$ cat src/sv/smof_pkg.sv
`timescale 1ns / 1ps
// Shared constants and codes for the shifted mask open fraction core.
// No dependencies; used by the interfaces, the counter RAM and the core.
package smof_pkg;

   localparam int MASK_SIDE        = 1950;
   localparam int WINDOWS_PER_SIDE = 16;
   localparam int EDGE_W           = 114;
   localparam int INNER_W          = 123;

   localparam int NUM_WIN   = WINDOWS_PER_SIDE * WINDOWS_PER_SIDE;
   localparam int WIN_IDX_W = $clog2(WINDOWS_PER_SIDE);
   localparam int ADDR_W    = $clog2(NUM_WIN);

   localparam int OP_W       = 2;
   localparam int COORD_W    = 11;
   localparam int SHIFT_W    = 12;
   localparam int COUNT_W    = 14;
   localparam int FRAC_W     = 17;
   localparam int CSR_IDX_W  = 2;
   localparam int CSR_DATA_W = SHIFT_W;

   localparam int COUNT_MAX = (1 << COUNT_W) - 1;

   localparam int AREA_EE  = EDGE_W * EDGE_W;
   localparam int AREA_EI  = EDGE_W * INNER_W;
   localparam int AREA_II  = INNER_W * INNER_W;
   localparam int FRAC_Q   = 16;
   localparam int FRAC_ONE = 1 << FRAC_Q;

   // floor(v / INNER_W) for v < 2**COORD_W as (v * INNER_RECIP) >> INNER_DIV_SHIFT
   localparam int INNER_DIV_SHIFT = COORD_W + $clog2(INNER_W);
   localparam int INNER_RECIP     = ((1 << INNER_DIV_SHIFT) + INNER_W - 1) / INNER_W;
   localparam int INNER_RECIP_W   = $clog2(INNER_RECIP + 1);

   // floor((open << FRAC_Q) / area) as (open * recip) >> PROD_SHIFT, exact for open < 2**COUNT_W
   localparam int DIV_N       = COUNT_W + FRAC_Q;
   localparam int DIV_L       = $clog2(AREA_II);
   localparam int RECIP_SHIFT = DIV_N + DIV_L;
   localparam int RECIP_W     = DIV_N + 1;
   localparam int PROD_W      = COUNT_W + RECIP_W;
   localparam int PROD_SHIFT  = RECIP_SHIFT - FRAC_Q;

   localparam longint RECIP_EE = ((longint'(1) << RECIP_SHIFT) + AREA_EE - 1) / AREA_EE;
   localparam longint RECIP_EI = ((longint'(1) << RECIP_SHIFT) + AREA_EI - 1) / AREA_EI;
   localparam longint RECIP_II = ((longint'(1) << RECIP_SHIFT) + AREA_II - 1) / AREA_II;

   typedef enum logic [OP_W-1:0] {
      OP_CLEAR = 2'd0,
      OP_ACCUM = 2'd1,
      OP_READ  = 2'd2
   } op_type;

   typedef enum logic [CSR_IDX_W-1:0] {
      CSR_SHIFT_X      = 2'd0,
      CSR_SHIFT_Y      = 2'd1,
      CSR_CLOSED_VALUE = 2'd2
   } csr_type;

endpackage

$ cat src/sv/smof_ram.sv
`timescale 1ns / 1ps
// Generic single-write, single-read RAM with registered read data.
// Defaults taken from smof_pkg.
module smof_ram #(
   parameter int WIDTH = smof_pkg::COUNT_W,
   parameter int DEPTH = smof_pkg::NUM_WIN
) (
   input  logic                     clock,
   input  logic                     wr_en,
   input  logic [$clog2(DEPTH)-1:0] wr_addr,
   input  logic [WIDTH-1:0]         wr_data,
   input  logic                     rd_en,
   input  logic [$clog2(DEPTH)-1:0] rd_addr,
   output logic [WIDTH-1:0]         rd_data
);

   logic [WIDTH-1:0] mem_ff [DEPTH];
   logic [WIDTH-1:0] rd_data_ff;

   always_ff @(posedge clock) begin
      if (wr_en) begin
         mem_ff[wr_addr] <= wr_data;
      end
      // read-first: a same-cycle write is not seen
      if (rd_en) begin
         rd_data_ff <= mem_ff[rd_addr];
      end
   end

   assign rd_data = rd_data_ff;

endmodule

$ cat config.mk
export PLATFORM = sky130hd
export DESIGN_NAME = smof_ram
export DESIGN_NICKNAME = d
export VERILOG_FILES = /design/src/sv/smof_pkg.sv /design/src/sv/smof_ram.sv
export SDC_FILE = /design/constraint.sdc
export NUM_CORES = 2
export LEC_CHECK = 0
export ABC_AREA = 0
export BUFFER_PORTS_ARGS = -buffer_cell sky130_fd_sc_hd__buf_2
export CORE_MARGIN = 2
export CORE_UTILIZATION = 35
export CTS_BUF_LIST = sky130_fd_sc_hd__clkbuf_2 sky130_fd_sc_hd__clkbuf_4 sky130_fd_sc_hd__clkbuf_8
export DETAILED_ROUTE_END_ITERATION = 6
export SLEW_MARGIN = 10
export SYNTH_ARGS = -nofsm -noshare
export SYNTH_HDL_FRONTEND = slang
export SYNTH_SLANG_ARGS = --single-unit
export TNS_END_PERCENT = 1
$ cat constraint.sdc
create_clock -name clock -period 3.3 [get_ports clock]
set_input_delay 0.165 -clock clock [delete_from_list [all_inputs] [get_ports clock]]
set_output_delay 0.165 -clock clock [all_outputs]
set_load 0.03 [all_outputs]
== After elaboration in Yosys (flattened, before gate mapping) ==
Memories as Yosys holds them, arrays and structs flattened. A register that Yosys moved wholly into a read port is not among the register bits.
Cells that the tools add are included.
Storage, ports and cells
  bits of input ports: 33
  output and inout port bits: 14
  register bits: 0
  memories kept: 1
  word-level logic and storage cells: 3
  bits in writable memories: 3584
Memories
  mem_ff: depth 256, width 14, rd ports 1, clocked after memory_dff 1, wr ports 1, line smof_ram.sv:17  | logic [WIDTH-1:0] mem_ff [DEPTH];
Operators by class
  multiplexer cells: 2
Operators with widths (number)
  $mux 1: 2

== Depth between registers and ports, before layout ==
  word-level depth: 2
  gate-level depth with buffers: 13
  depth with buffers taken out: 6

== Least setup slack after synthesis ==
OpenSTA, ideal clock, no wires.
  path kind: input to register
  from: input port rd_addr[0]
  to: register rd_data_ff[12] (netlist: rd_data[12]), read port of mem_ff, data pin
  path buffers: 5
  setup time: 0.267 ns
  cell stages on the path: 10
  setup slack: 0.879 ns
  data required time: 3.033 ns
  arrival time: 2.154 ns
  cells stage by stage: buf_6 buf_6 buf_6 buf_6 buf_2 mux4_2 a22oi_1 a21oi_1 nor4_1 nor3_2
RTL lines
  start, declared: line smof_ram.sv:13  | input logic [$clog2(DEPTH)-1:0] rd_addr,
  end, declared: line smof_ram.sv:18  | logic [WIDTH-1:0] rd_data_ff;

==> results.py <==
metrics = {
    "logic_synthesis": {
        "netlist.area_leader.share_pct": 77.8,
        "yosys_warnings": 0,
        "synth_common_cells": "3598 x edfxtp_1, 859 x mux4_2, 301 x nor2_1, 290 x mux2i_1, 145 x clkbuf_1",
        "syn_area_um2": 139000,
        "synthTopCellsByArea": "edfxtp_1 78%, mux4_2 14%, mux2i_1 2.1%",
        "synth-seq-cells": 3598,
        "yosys.area.top_type": "edfxtp_1",
        "avgSynthCellArea_um2": 22.6,
        "synth.distinct_cells": 57,
        "synth-main-ff-cell": "edfxtp_1",
        "synth_most_common_cell": "edfxtp_1",
        "ys_seq_area_share_pct": 77.8,
        "async_flop_share_pct": 0,
        "netlist_instances": 6142,
        "synth_enable_flop_cells": 3598,
        "syn-num-nets": 6175,
    },
    "worst_setup_path": {
        "critPathCaptureType": "flop",
        "critical_path.cell_chain": "mux4_2 -> a22o_1 -> a221oi_1 -> buf_4 -> nor3_1 -> nor4_1 -> buf_4 -> nor3_1",
        "crit_arrival_ns": 3.94,
        "crit_slowest_cell": "nor4_1",
        "critPathLaunchType": "flop",
        "crit_fanout": 1,
        "r2r_cells": 8,
        "crit_type": "reg2reg",
        "cp_slowest_stage_delay_ns": 0.86,
        "cp.required_ns": 4.20,
    },
    "clocking": {
        "insertion_delay_ns": 1.19,
        "clkTransAtPathRegs_ns": 0.06,
        "ctsResizeCount": 0,
        "tritoncts": "done",
        "cts_buffers": 589,
        "cts_sinks": 3598,
        "htree_levels": 6,
        "cts_setup_buffers": 0,
        "cts_hold_buf": 40,
        "cts-root-buf": "clkbuf_8",
        "clk_path_buf_depth": 4,
    },
    "timing": {
        "finalMaxSlewViolations": 0,
        "worstMarginPinSlew_ns": 1.17,
        "timing.fmax_mhz": 329,
        "fin_crit_sh_pct": 92.2,
        "finalSetupViolations": 0,
        "relSlewSlack_pct": 22.0,
        "post-route-min-period_ns": 3.04,
        "finClkSkew_ns": 0.0750,
        "rsz0062_at_grt": "false",
        "tns_ns": 0,
        "hold_viol": 0,
    },
    "routing": {
        "vias": 68949,
        "firstDrtPassIters": 5,
        "drc": 0,
        "drt_iter0_drc": 8179,
        "wl_um": 370000,
        "via_per_inst": 5.38,
        "wl_per_cell_um": 28.9,
        "ant_nets": 0,
    },
    "global_routing": {
        "grt_max_degree": 129,
        "grt_usage_pct": 18.1,
        "antenna_found_initial": 23,
        "grt-ovfl-total": 0,
        "grt_pass1_vias": 70388,
        "grt_pass1_wl_um": 523000,
    },
    "worst_hold_path": {
        "min_delay_path_depth": 2,
        "min_path_type": "in2reg",
    },
    "floorplan": {
        "dieArea_um2": 402000,
        "die_w_um": 634,
        "core_area_um2": 396000,
        "std_cell_rows": 231,
        "die_y_um": 634,
        "start_util_pct": 35.1,
        "io_pins": 47,
    },
    "placed_design": {
        "io_buffers": 46,
        "hpwl_um": 227000,
        "place.gp.congestion": 0.847,
    },
    "pwr": {
        "leakagePower_nw": 51.3,
        "p_switching_w": 0.0209,
        "power_switching_share_pct": 22.4,
        "p_int_w": 0.0723,
        "p_seq_share_pct": 54.2,
        "clockPowerShare_pct": 40.4,
        "power_w": 0.0933,
        "combPwrFrac_pct": 5.5,
        "irDropWorstVdd_uv": 419,
        "powerDensity_nw_per_um2": 577,
    },
    "cells_and_area": {
        "area.growth.synth_to_final_pct": 16.3,
        "finalNetCount": 7161,
        "drive_gt1_share_pct": 33.5,
    },
    "run": {
        "drv_cap": 0,
    },
    "status": {
        "status": "finished clean",
    },
}
power by group through the flow:
| stage | Clock, W | Sequential [W] | Combinational [W] |
|---|---|---|---|
| 4_1_cts | 0.0384 | 0.0505 | 0.00516 |
| 3_5_place_dp | 0 | 0.0515 | 0.00509 |
| 3_3_place_gp | 0 | 0.0514 | 0.00502 |
| 2_1_floorplan | 0 | 0.0514 | 0.00250 |
| 6_report | 0.0376 | 0.0505 | 0.00512 |
| 5_1_grt | 0.0403 | 0.0505 | 0.00536 |
worst paths after layout:
path | from | end | slack (ns)
max | mem_ff[139][3] | rd_data[3] | 0.26
min | wr_data[11] | mem_ff[1][11] | 0.05
max reg2reg | mem_ff[139][3] | rd_data[3] | 0.26
min reg2reg | mem_ff[174][5] | rd_data[5] | 1.12
layout make-up:
class | instances | area [um2]
Timing Repair Buffer | 764 | 7130
Sequential cell | 3598 | 108000
Antenna cell | 15 | 37.5
Fill cell | 34318 | 234000
Multi-Input combinational cell | 2173 | 28600
Tap cell | 5242 | 6560
Clock buffer | 780 | 9580
Inverter | 2 | 10.0
Clock inverter | 243 | 1630
kinds of logic after synthesis:
logic type      synth area share (%)
mux                             16.2
simple gates                    1.75
buf+inv                         1.71
compound gates                  2.54
flops                           77.8
worst max-delay path: cells and delay by family, from the launching register on:
kind,cells,cell delay (ns)
mux,1,0.50
compound gates,2,0.49
buf+inv,2,0.45
simple gates,3,0.96
flops,1,0.37
stage by stage:
stage / std cells / utilization, % / hold WS, ns / worst slack (ns) / instance area (um2)
floorplan: 6142 / - / 0.264 / 0.879 / 139000
global placement: 11738 / 37.9 / 0.590 / -0.762 / 150000
detailed placement: 11739 / 37.9 / 0.593 / -0.551 / 150000
CTS: 12802 / 40.8 / 0.000621 / 0.223 / 162000
global route: 12809 / 40.8 / 0.0659 / 0.246 / 162000
finish: 12817 / 40.8 / 0.0450 / 0.256 / 162000
sequential cells by signal (all words and copies together) (netlist names):
| name | cells |
|---|---|
| rd_data | 14 |
| mem_ff | 3584 |
cell usage in the layout, fill, tap and decap left out, types with 8 or more instances in the layout:
| cell | synthesis | layout |
|---|---|---|
| buf_8 | 14 | 17 |
| mux4_1 | 8 | 8 |
| nor2b_1 | 36 | 32 |
| mux2_2 | 10 | 10 |
| buf_2 | 74 | 27 |
| a211oi_1 | 65 | 65 |
| o21ai_0 | 13 | 13 |
| clkbuf_4 | 0 | 185 |
| mux4_2 | 859 | 859 |
| clkinv_1 | 0 | 135 |
| a22o_1 | 28 | 28 |
| nor2_1 | 301 | 299 |
| nand4_1 | 9 | 9 |
| or2_2 | 9 | 9 |
| clkinvlp_4 | 0 | 19 |
| clkinv_2 | 0 | 44 |
| clkbuf_8 | 0 | 595 |
| edfxtp_1 | 3598 | 3598 |
| a21oi_1 | 74 | 74 |
| nor3_1 | 19 | 19 |
| bufinv_16 | 0 | 13 |
| and2_1 | 14 | 14 |
| o221ai_1 | 60 | 60 |
| o21bai_1 | 15 | 15 |
| dlygate4sd3_1 | 0 | 38 |
| nand3_1 | 34 | 31 |
| nand2_1 | 61 | 60 |
| diode_2 | 0 | 15 |
| buf_12 | 14 | 99 |
| mux2i_1 | 290 | 290 |
| a221oi_2 | 9 | 9 |
| o22ai_1 | 33 | 33 |
| buf_4 | 42 | 582 |
| a22oi_1 | 92 | 92 |
| nor4_1 | 20 | 19 |
| o21ai_1 | 16 | 16 |
| a221oi_1 | 13 | 13 |
| inv_6 | 0 | 10 |
| inv_8 | 0 | 15 |
| nor4_2 | 8 | 9 |
routing by layer:
metal | wire length, um | up-vias | global-route usage [%]
met5 | 13 | - | 0
met4 | 11300 | 2 | 5.67
met3 | 28900 | 566 | 3.25
met2 | 178000 | 3079 | 29.3
met1 | 152000 | 37074 | 24.9
li1 | - | 28228 | -
Note: power is estimated with default switching activity, not from simulation.
